**src/rtl/nca_pkg.sv**
```systemverilog
// ----------------------------------------------------------------------------
// nca_pkg: shared definitions for nearest-centroid assignment
// Widths, field codes, sequencer states and squarer status.
// ----------------------------------------------------------------------------
package nca_pkg;

    // sizing
    localparam int MAX_CLUSTERS = 16;
    localparam int MAX_DIMS     = 8;
    localparam int COORD_BITS   = 16;

    localparam int IDX_W       = $clog2(MAX_CLUSTERS);
    localparam int DIM_W       = $clog2(MAX_DIMS);
    localparam int DCNT_W      = $clog2(MAX_DIMS + 1);
    localparam int STORE_DEPTH = MAX_CLUSTERS * MAX_DIMS;
    localparam int ADDR_W      = IDX_W + DIM_W;

    // interface field widths
    localparam int CSEL_W = 4;
    localparam int DSEL_W = 3;
    localparam int NC_W   = 5;
    localparam int DIST_W = 35;

    // arithmetic widths: |a - b| fits COORD_BITS unsigned bits
    localparam int MAG_W  = COORD_BITS;
    localparam int SQ_W   = 2 * MAG_W;
    localparam int ACC_W  = SQ_W + $clog2(MAX_DIMS);
    localparam int SCNT_W = $clog2(MAG_W);

    // beat kind on s_tuser
    localparam logic OP_LOAD  = 1'b0;
    localparam logic OP_POINT = 1'b1;

    // sequencer states
    typedef enum logic [2:0] {
        ST_IDLE,
        ST_READ,
        ST_START,
        ST_SQR,
        ST_CMP,
        ST_EMIT
    } nca_state_t;

    // squarer status toward the sequencer
    typedef struct packed {
        logic busy;
        logic done;
    } nca_sqr_stat_t;

endpackage

```
**src/rtl/nca_ram.sv**
```systemverilog
// ----------------------------------------------------------------------------
// nca_ram: generic simple dual-port RAM
// One write port, one read port with registered read data.
// ----------------------------------------------------------------------------
module nca_ram #(
    parameter int WIDTH = 16,
    parameter int DEPTH = 128
) (
    input  logic                     aclk,
    input  logic                     wr_en,
    input  logic [$clog2(DEPTH)-1:0] wr_addr,
    input  logic [WIDTH-1:0]         wr_data,
    input  logic                     rd_en,
    input  logic [$clog2(DEPTH)-1:0] rd_addr,
    output logic [WIDTH-1:0]         rd_data
);

    logic [WIDTH-1:0] mem [DEPTH];
    logic [WIDTH-1:0] rd_data_reg;

    // write port and registered read port
    always_ff @(posedge aclk) begin
        if (wr_en) begin
            mem[wr_addr] <= wr_data;
        end
        if (rd_en) begin
            rd_data_reg <= mem[rd_addr];
        end
    end

    assign rd_data = rd_data_reg;

endmodule

```
**src/rtl/nca_sqr.sv**
```systemverilog
// ----------------------------------------------------------------------------
// nca_sqr: bit-serial squared difference
// Takes |a - b| and squares it by shift-and-add, one multiplier bit a cycle.
// ----------------------------------------------------------------------------
module nca_sqr
    import nca_pkg::*;
(
    input  logic                         aclk,
    input  logic                         aresetn,
    input  logic                         start,
    input  logic signed [COORD_BITS-1:0] a,
    input  logic signed [COORD_BITS-1:0] b,
    output nca_sqr_stat_t                stat,
    output logic [SQ_W-1:0]              result
);

    logic signed [COORD_BITS:0] diff;
    logic [COORD_BITS:0]        diff_abs;
    logic [MAG_W-1:0]           mag;

    logic              busy_reg, busy_next;
    logic              done_reg, done_next;
    logic [SCNT_W-1:0] cnt_reg, cnt_next;
    logic [SQ_W-1:0]   mcand_reg, mcand_next;
    logic [MAG_W-1:0]  mplier_reg, mplier_next;
    logic [SQ_W-1:0]   prod_reg, prod_next;

    // magnitude of the difference
    always_comb begin
        diff     = {a[COORD_BITS-1], a} - {b[COORD_BITS-1], b};
        diff_abs = diff[COORD_BITS] ? (COORD_BITS+1)'(-diff) : diff;
        mag      = diff_abs[MAG_W-1:0];
    end

    // shift-and-add step
    always_comb begin
        busy_next   = busy_reg;
        done_next   = 1'b0;
        cnt_next    = cnt_reg;
        mcand_next  = mcand_reg;
        mplier_next = mplier_reg;
        prod_next   = prod_reg;
        if (start) begin
            busy_next   = 1'b1;
            cnt_next    = '0;
            mcand_next  = SQ_W'(mag);
            mplier_next = mag;
            prod_next   = '0;
        end else if (busy_reg) begin
            if (mplier_reg[0]) begin
                prod_next = prod_reg + mcand_reg;
            end
            mcand_next  = {mcand_reg[SQ_W-2:0], 1'b0};
            mplier_next = {1'b0, mplier_reg[MAG_W-1:1]};
            cnt_next    = cnt_reg + 1'b1;
            if (cnt_reg == SCNT_W'(MAG_W - 1)) begin
                busy_next = 1'b0;
                done_next = 1'b1;
            end
        end
    end

    always_ff @(posedge aclk) begin
        if (!aresetn) begin
            busy_reg <= 1'b0;
            done_reg <= 1'b0;
            cnt_reg  <= '0;
        end else begin
            busy_reg <= busy_next;
            done_reg <= done_next;
            cnt_reg  <= cnt_next;
        end
    end

    // payload, no reset
    always_ff @(posedge aclk) begin
        mcand_reg  <= mcand_next;
        mplier_reg <= mplier_next;
        prod_reg   <= prod_next;
    end

    assign stat.busy = busy_reg;
    assign stat.done = done_reg;
    assign result    = prod_reg;

endmodule

```
**src/rtl/nearest_centroid_assign_top.sv**
```systemverilog
// A load beat is written to the store as it is accepted. A point beat runs, for each of the K
// active centroids, a RAM read, a squarer start and the bit-serial squarer in turn.
// On the last coordinate K compare steps and an emit step follow before m_tvalid rises.
// One item at a time: s_tready is high only in idle; the serial squarer sets the pace per centroid.
// Beats past the maximum dimension skip the squarer (and go on to compare if last).
// Reset (aresetn low, synchronous) idles the sequencer, drops m_tvalid, sets num_clusters 1.
// ----------------------------------------------------------------------------
// nearest_centroid_assign_top: k-means assignment step
// Loads centroid coordinates into a store, accumulates squared distances of
// a streamed point to each centroid and emits the nearest centroid.
// ----------------------------------------------------------------------------
module nearest_centroid_assign_top
    import nca_pkg::*;
(
    input  logic        aclk,
    input  logic        aresetn,
    // configuration: num_clusters
    input  logic        cfg_valid,
    output logic        cfg_ready,
    input  logic [4:0]  cfg_data,
    // input beats
    input  logic        s_tvalid,
    output logic        s_tready,
    input  logic [23:0] s_tdata,   // [3:0] centroid_sel, [6:4] dim_sel, [22:7] coord_value
    input  logic        s_tuser,   // [0] op
    input  logic        s_tlast,   // last_coord
    // result beats
    output logic        m_tvalid,
    input  logic        m_tready,
    output logic [39:0] m_tdata    // [3:0] cluster_index, [38:4] sq_distance
);

    nca_state_t state_reg, state_next;

    logic [NC_W-1:0]   num_clusters_reg;
    logic [IDX_W-1:0]  active_m1;
    logic [IDX_W-1:0]  c_reg;
    logic [DCNT_W-1:0] dim_cnt_reg;
    logic              last_reg;
    logic signed [COORD_BITS-1:0] coord_reg;

    logic [ACC_W-1:0]  acc_reg [MAX_CLUSTERS];
    logic [ACC_W-1:0]  acc_sum;
    logic [ACC_W-1:0]  best_dist_reg;
    logic [IDX_W-1:0]  best_idx_reg;

    logic              m_valid_reg;
    logic [IDX_W-1:0]  out_idx_reg;
    logic [DIST_W-1:0] out_dist_reg;

    logic [CSEL_W-1:0] s_csel;
    logic [DSEL_W-1:0] s_dsel;
    logic signed [COORD_BITS-1:0] s_coord;
    logic              s_accept;
    logic              s_excess;
    logic              pass_end;

    logic              ram_wr_en;
    logic [ADDR_W-1:0] ram_wr_addr;
    logic              ram_rd_en;
    logic [ADDR_W-1:0] ram_rd_addr;
    logic [COORD_BITS-1:0] ram_rd_data;

    logic              sqr_start;
    nca_sqr_stat_t     sqr_stat;
    logic [SQ_W-1:0]   sqr_result;
    logic              out_load;

    // field unpacking
    assign s_csel  = s_tdata[CSEL_W-1:0];
    assign s_dsel  = s_tdata[CSEL_W+DSEL_W-1:CSEL_W];
    assign s_coord = s_tdata[CSEL_W+DSEL_W+COORD_BITS-1:CSEL_W+DSEL_W];

    assign s_accept = s_tvalid && s_tready;
    assign s_excess = (dim_cnt_reg == DCNT_W'(MAX_DIMS));
    assign pass_end = (state_reg == ST_SQR) && sqr_stat.done && (c_reg == active_m1);

    // active centroid count minus one, clamped to 1..MAX_CLUSTERS
    always_comb begin
        if (num_clusters_reg == '0) begin
            active_m1 = '0;
        end else if (num_clusters_reg > NC_W'(MAX_CLUSTERS)) begin
            active_m1 = IDX_W'(MAX_CLUSTERS - 1);
        end else begin
            active_m1 = IDX_W'(num_clusters_reg - 1'b1);
        end
    end

    // configuration register
    assign cfg_ready = 1'b1;

    always_ff @(posedge aclk) begin
        if (!aresetn) begin
            num_clusters_reg <= NC_W'(1);
        end else if (cfg_valid && cfg_ready) begin
            num_clusters_reg <= cfg_data;
        end
    end

    // centroid store
    assign ram_wr_en   = s_accept && (s_tuser == OP_LOAD);
    assign ram_wr_addr = {s_csel[IDX_W-1:0], s_dsel[DIM_W-1:0]};
    assign ram_rd_addr = {c_reg, dim_cnt_reg[DIM_W-1:0]};

    nca_ram #(
        .WIDTH (COORD_BITS),
        .DEPTH (STORE_DEPTH)
    ) u_store (
        .aclk    (aclk),
        .wr_en   (ram_wr_en),
        .wr_addr (ram_wr_addr),
        .wr_data (s_coord),
        .rd_en   (ram_rd_en),
        .rd_addr (ram_rd_addr),
        .rd_data (ram_rd_data)
    );

    // serial squarer
    nca_sqr u_sqr (
        .aclk    (aclk),
        .aresetn (aresetn),
        .start   (sqr_start),
        .a       (coord_reg),
        .b       (ram_rd_data),
        .stat    (sqr_stat),
        .result  (sqr_result)
    );

    // next state
    always_comb begin
        state_next = state_reg;
        unique case (state_reg)
            ST_IDLE: begin
                if (s_tvalid && s_tuser == OP_POINT) begin
                    if (!s_excess) begin
                        state_next = ST_READ;
                    end else if (s_tlast) begin
                        state_next = ST_CMP;
                    end
                end
            end
            ST_READ:  state_next = ST_START;
            ST_START: state_next = ST_SQR;
            ST_SQR: begin
                if (sqr_stat.done) begin
                    if (c_reg != active_m1) begin
                        state_next = ST_READ;
                    end else if (last_reg) begin
                        state_next = ST_CMP;
                    end else begin
                        state_next = ST_IDLE;
                    end
                end
            end
            ST_CMP: begin
                if (c_reg == active_m1) begin
                    state_next = ST_EMIT;
                end
            end
            ST_EMIT: begin
                if (!m_valid_reg || m_tready) begin
                    state_next = ST_IDLE;
                end
            end
            default: state_next = ST_IDLE;
        endcase
    end

    // state outputs
    always_comb begin
        s_tready  = 1'b0;
        ram_rd_en = 1'b0;
        sqr_start = 1'b0;
        out_load  = 1'b0;
        unique case (state_reg)
            ST_IDLE:  s_tready  = 1'b1;
            ST_READ:  ram_rd_en = 1'b1;
            ST_START: sqr_start = 1'b1;
            ST_SQR, ST_CMP: ;
            ST_EMIT:  out_load  = !m_valid_reg || m_tready;
            default: ;
        endcase
    end

    // control registers
    always_ff @(posedge aclk) begin
        if (!aresetn) begin
            state_reg   <= ST_IDLE;
            c_reg       <= '0;
            dim_cnt_reg <= '0;
            m_valid_reg <= 1'b0;
        end else begin
            state_reg <= state_next;
            if (s_accept && s_tuser == OP_POINT) begin
                c_reg <= '0;
                if (s_excess && s_tlast) begin
                    dim_cnt_reg <= '0;
                end
            end else if (state_reg == ST_SQR && sqr_stat.done) begin
                c_reg <= (c_reg == active_m1) ? '0 : c_reg + 1'b1;
            end else if (state_reg == ST_CMP) begin
                c_reg <= c_reg + 1'b1;
            end
            if (pass_end) begin
                dim_cnt_reg <= last_reg ? '0 : dim_cnt_reg + 1'b1;
            end
            if (out_load) begin
                m_valid_reg <= 1'b1;
            end else if (m_tready) begin
                m_valid_reg <= 1'b0;
            end
        end
    end

    // running sum: first dimension starts a fresh sum
    assign acc_sum = ((dim_cnt_reg == '0) ? '0 : acc_reg[c_reg]) + ACC_W'(sqr_result);

    // datapath registers
    always_ff @(posedge aclk) begin
        if (s_accept && s_tuser == OP_POINT) begin
            coord_reg <= s_coord;
            last_reg  <= s_tlast;
        end
        if (state_reg == ST_SQR && sqr_stat.done) begin
            acc_reg[c_reg] <= acc_sum;
        end
        // minimum search, strict less keeps the lowest index on ties
        if (state_reg == ST_CMP) begin
            if (c_reg == '0 || acc_reg[c_reg] < best_dist_reg) begin
                best_dist_reg <= acc_reg[c_reg];
                best_idx_reg  <= c_reg;
            end
        end
        if (out_load) begin
            out_idx_reg  <= best_idx_reg;
            out_dist_reg <= DIST_W'(best_dist_reg);
        end
    end

    assign m_tvalid = m_valid_reg;
    assign m_tdata  = {1'b0, out_dist_reg, out_idx_reg};

    // checks
    a_sqr_alive: assert property (@(posedge aclk) disable iff (!aresetn)
        (state_reg == ST_SQR) |-> (sqr_stat.busy || sqr_stat.done))
        else $error("squarer idle while sequencer waits on it");

    a_dim_range: assert property (@(posedge aclk) disable iff (!aresetn)
        dim_cnt_reg <= DCNT_W'(MAX_DIMS))
        else $error("dimension counter past maximum");

    a_cmp_range: assert property (@(posedge aclk) disable iff (!aresetn)
        (state_reg == ST_CMP) |-> (c_reg <= active_m1))
        else $error("compare index beyond active centroids");

    a_last_busy: assert property (@(posedge aclk) disable iff (!aresetn)
        (s_accept && s_tuser == OP_POINT && s_tlast) |=> (state_reg != ST_IDLE))
        else $error("last coordinate did not start a pass");

    a_emit_order: assert property (@(posedge aclk) disable iff (!aresetn)
        $rose(m_valid_reg) |-> $past(state_reg == ST_EMIT))
        else $error("result raised outside emit");

endmodule

```
**config.mk**
```make
export PLATFORM = sky130hd
export DESIGN_NAME = nearest_centroid_assign_top
export DESIGN_NICKNAME = d
export VERILOG_FILES = /design/src/rtl/nca_pkg.sv /design/src/rtl/nca_ram.sv /design/src/rtl/nca_sqr.sv /design/src/rtl/nearest_centroid_assign_top.sv
export SDC_FILE = /design/constraint.sdc
export NUM_CORES = 2
export LEC_CHECK = 0
export BUFFER_PORTS_ARGS = -buffer_cell sky130_fd_sc_hd__buf_2
export CAP_MARGIN = 20
export CELL_PAD_IN_SITES_DETAIL_PLACEMENT = 0
export CELL_PAD_IN_SITES_GLOBAL_PLACEMENT = 1
export CORE_MARGIN = 2
export CORE_UTILIZATION = 56
export DETAILED_ROUTE_END_ITERATION = 10
export PLACE_DENSITY_LB_ADDON = 0.12
export SYNTH_ARGS = -nofsm -noshare
export SYNTH_HDL_FRONTEND = slang
export SYNTH_HIERARCHICAL = 1
export SYNTH_SLANG_ARGS = --single-unit
```
**constraint.sdc**
```tcl
create_clock -name aclk -period 8.35 [get_ports aclk]
set_clock_uncertainty 0.1 [all_clocks]
set_input_delay 0.4175 -clock aclk [delete_from_list [all_inputs] [get_ports aclk]]
set_output_delay 0.4175 -clock aclk [all_outputs]
set_load 0.05 [all_outputs]
```
; After elaboration in Yosys (flattened, before gate mapping)
; Memories as Yosys holds them, arrays and structs flattened. A register that Yosys moved wholly into a read port is not among the register bits.
; Cells that the tools add are included.
[op_classes]
addsub = 8
order_cmp = 2
eq_ne = 14
n_mux = 40
n_bitwise = 3
reduce_logical = 26
[ops]
columns = cell, count
row1 = two-way mux 16 bit, 5
row2 = two-way mux 4 bit, 11
row3 = adder 35 x 32 -> 35 bit, 1
row4 = < comparator 35 bit, 1
row5 = two-way mux 35 bit, 1
row6 = adder 32 bit, 1
row7 = two-way mux 3 bit, 8
row8 = one-hot mux 3 bit (6 select lines), 1
row9 = subtractor 16 x 16 -> 17 bit, 1
row10 = negator 16 bit, 1
row11 = two-way mux 1 bit, 14
row12 = adder 4 x 1 -> 4 bit (second input constant), 3
row13 = nonzero test 2 bit, 5
row14 = == test 4 bit (second input constant), 2
row15 = zero test 4 bit, 2
row16 = logical AND 1 bit, 7
row17 = == test 3 x 2 -> 1 bit (second input constant), 2
row18 = == test 3 bit (second input constant), 2
row19 = != test 2 bit (second input constant), 3
row20 = AND reduction 2 bit, 3
row21 = > comparator 5 bit (second input constant), 1
row22 = zero test 5 bit, 1
row23 = AND reduction 5 bit, 1
row24 = == test 4 bit, 1
row25 = other kinds (11), 15
[totals]
ff_bits = 198
ram_bits = 2608
inputBits = 36
out_inout_bits = 43
wordCells = 113
memories = 2
[memory_table]
columns = name, depth, width, read_ports, rd_clocked_by_memory_dff, wr, line
row1 = u_store.mem, 128, 16, 1, 1, 1, nca_ram.sv:18  ; logic [WIDTH-1:0] mem [DEPTH];
row2 = acc_reg, 16, 35, 1, 1, 1, nearest_centroid_assign_top.sv:42  ; logic [ACC_W-1:0] acc_reg [MAX_CLUSTERS];

; Logic depth before layout (Yosys ltp)
[depth]
word_depth = 8
mapped_depth = 18
mapped_depth_nobuf = 15

; By module
; Netlist, hierarchy kept.
[by_module_without_submodules]
columns = mod, instances, cells_each, area_per_inst_um2, seq_area_each_um2
row1 = nca_ram, 1, 3086, 78683.0, 61979.4
row2 = nearest_centroid_assign_top, 1, 1466, 28070.7, 20089.3
row3 = nca_sqr, 1, 702, 6074.6, 2042.0

; Worst setup path after synthesis
; Ideal clock, no wire load.
[synth_timing]
kind = reg2reg
start = register with a tool-made name
end = register best_dist_reg[0] (read register of acc_reg), enable pin
arrival_ns = 5.413
slack_ns = 2.388
path_stages_with_launch = 15
path_buffers = 3
path_cell_list = dfxtp_1 -> buf_2 -> buf_2 -> buf_1 -> mux4_2 -> mux4_2 -> ha_1 -> a21o_1 -> a21o_1 -> a211oi_1 -> o21bai_1 -> a21o_1 -> a211oi_2 -> o221ai_1 -> a21oi_1
[synth_lines]
columns = item, line
row1 = "end, declared", nearest_centroid_assign_top.sv:44  ; logic [ACC_W-1:0] best_dist_reg;

==> results.sh <==
export IMPL_status="finished, final reports clean"
export IMPL_cap_viol_max_count=0
export IMPL_worst_slew_pin_slew_ps=1130
export IMPL_syn_nets=5414
export IMPL_io_pins=79
export IMPL_vias_per_cell=6.42
export IMPL_dr_pass1_iters=5
export IMPL_htreeDepth=5
export IMPL_cts_setup_buffers=0
export IMPL_finalWeightedCongestion=0.889
export IMPL_grt_pass1_vias=54527
export IMPL_initial_core_util_pct=56.4
export IMPL_drt_iter0_markers=6628
export IMPL_wire_per_inst_um=31.6
export IMPL_fin_crit_sh_pct=77.5
export IMPL_antenna_found_initial=26
export IMPL_finalHoldViolations=0
export IMPL_power_leakage_nw=40.0
export IMPL_netlist_instances=5253
export IMPL_clock_fmax_mhz=154
export IMPL_clk_pin_slew_ps=60
export IMPL_critPathMaxFanout=53
export IMPL_worst_setup_path_type="reg -> reg"
export IMPL_via_count=54663
export IMPL_die_h_um=453
export IMPL_cts_buffers=303
export IMPL_setup_viol=0
export IMPL_drive_gt1_share_pct=27.8
export IMPL_gr_usage_all_layers_pct=26.7
export IMPL_clockBufferDepth=4
export IMPL_synth_avg_cell_area_um2=21.5
export IMPL_dieArea_um2=205000
export IMPL_grt_pass1_wl_mm=388
export IMPL_required_ps=8800
export IMPL_slew_headroom_pct=24.4
export IMPL_cts_tree="done"
export IMPL_fin_total_pwr_mw=29.8
export IMPL_slew_viol_final=0
export IMPL_hold_start="s_tdata[16]"
export IMPL_rows=164
export IMPL_clkLatencyLatePin_ps=920
export IMPL_core_um2=200000
export IMPL_critPathCaptureType="register"
export IMPL_port_buffer_count=75
export IMPL_grt_overflow=0
export IMPL_post_route_util_pct=63.5
export IMPL_period_needed_ps=6470
export IMPL_die_x_um=453
export IMPL_nets=5806
export IMPL_drc=0
export IMPL_clock_sinks=2826
export IMPL_grt_start_max_net_pins=138
export IMPL_ir_drop_uv=230
export IMPL_cp_start_kind="register"
export IMPL_cts_resized=0
export IMPL_cts_root_buf="clkbuf_16"
export IMPL_syn_area_um2=113000
export IMPL_power_density_nw_per_um2=235
export IMPL_largest_register_ffs=2048
export IMPL_ant_nets=0
export IMPL_hold_class="in -> reg"
export IMPL_wirelength_mm=270
export IMPL_rsz0062_at_grt="no"
export IMPL_arrival_ps=6930
export IMPL_dp_hpwl_mm=155
export IMPL_tns_ps=0
export IMPL_area_growth_pct=12.6
export IMPL_yosys_warnings=6
## worst paths after layout
kind,to,slack (ps),cells past startpoint
setup reg to reg,acc_reg[11][32],1880,13
hold / removal,u_store/mem[102][9],80,1
setup / recovery,acc_reg[11][32],1880,13
hold reg to reg,out_idx_reg[2],320,0
## report_power, final
part | internal (mW) | switching (mW) | leakage (nW)
sequential | 15.8 | 0.163 | 25.5
clock | 7.36 | 5.21 | 4.47
combinational | 0.406 | 0.891 | 9.97
## cell usage in the layout (no fill, tap or decap), drive strengths merged, types with 14 or more instances in the layout
master	count
edfxtp	2751
mux4	846
clkbuf	386
buf	308
nor2	223
nand2	123
ha	122
clkinv	102
inv	98
a21oi	95
dfxtp	75
o21ai	69
nand3	60
a21o	50
and2	46
xnor2	39
o21a	35
xor2	35
dlygate4sd3	32
nor3	30
mux2i	26
nand4	25
mux2	24
nor2b	20
bufinv	18
a31oi	17
a211oi	16
and3	15
nand2b	14
## critical path, stage by stage, from the launching register on
cell,delay [ps]
dfxtp_4,810
buf_12,450
mux4_2,570
mux4_2,550
and2_1,190
ha_1,410
nand3_1,130
nor4_1,430
o311ai_1,370
o22ai_1,210
a31oi_1,120
a31oi_1,650
a31oi_1,240
xor2_1,790
## area by class of cell
| type | count | area [µm²] |
|---|---|---|
| diodes | 11 | 27.5 |
| clock buffers | 386 | 8080 |
| clock inverters | 128 | 1090 |
| fillers | 13581 | 73000 |
| inverters | 97 | 364 |
| multi-input cells | 2077 | 27400 |
| flip-flops and latches | 2826 | 84100 |
| well taps | 2656 | 3320 |
| repair buffers | 340 | 2630 |
## per-layer routing
layer	part of all wire, %	vias to the layer above	GRT usage [%]
met5	0.022	-	0
li1	-	22764	-
met1	40	29200	38.2
met2	49	2249	42.9
met4	3.1	8	7.85
met3	7.6	442	4.39
## per-stage QoR
step | instances | setup WS, ps | hold WS, ps | instance area [µm²]
2_1_floorplan | 5253 | 2390 | 300 | 113000
3_3_place_gp | 7936 | 1830 | 307 | 117000
3_5_place_dp | 7942 | 1870 | 313 | 117000
4_1_cts | 8488 | 1840 | 33.7 | 127000
5_1_grt | 8514 | 1390 | 84.9 | 127000
6_report | 8521 | 1880 | 75.3 | 127000
## what timing repair did
| item | in CTS | in global routing |
|---|---|---|
| hold buffers | 32 | 0 |
| endpoints found under the hold margin | 698 | 0 |
| setup endpoints to repair | 0 | 0 |
Power figures use the tool's default switching activity.
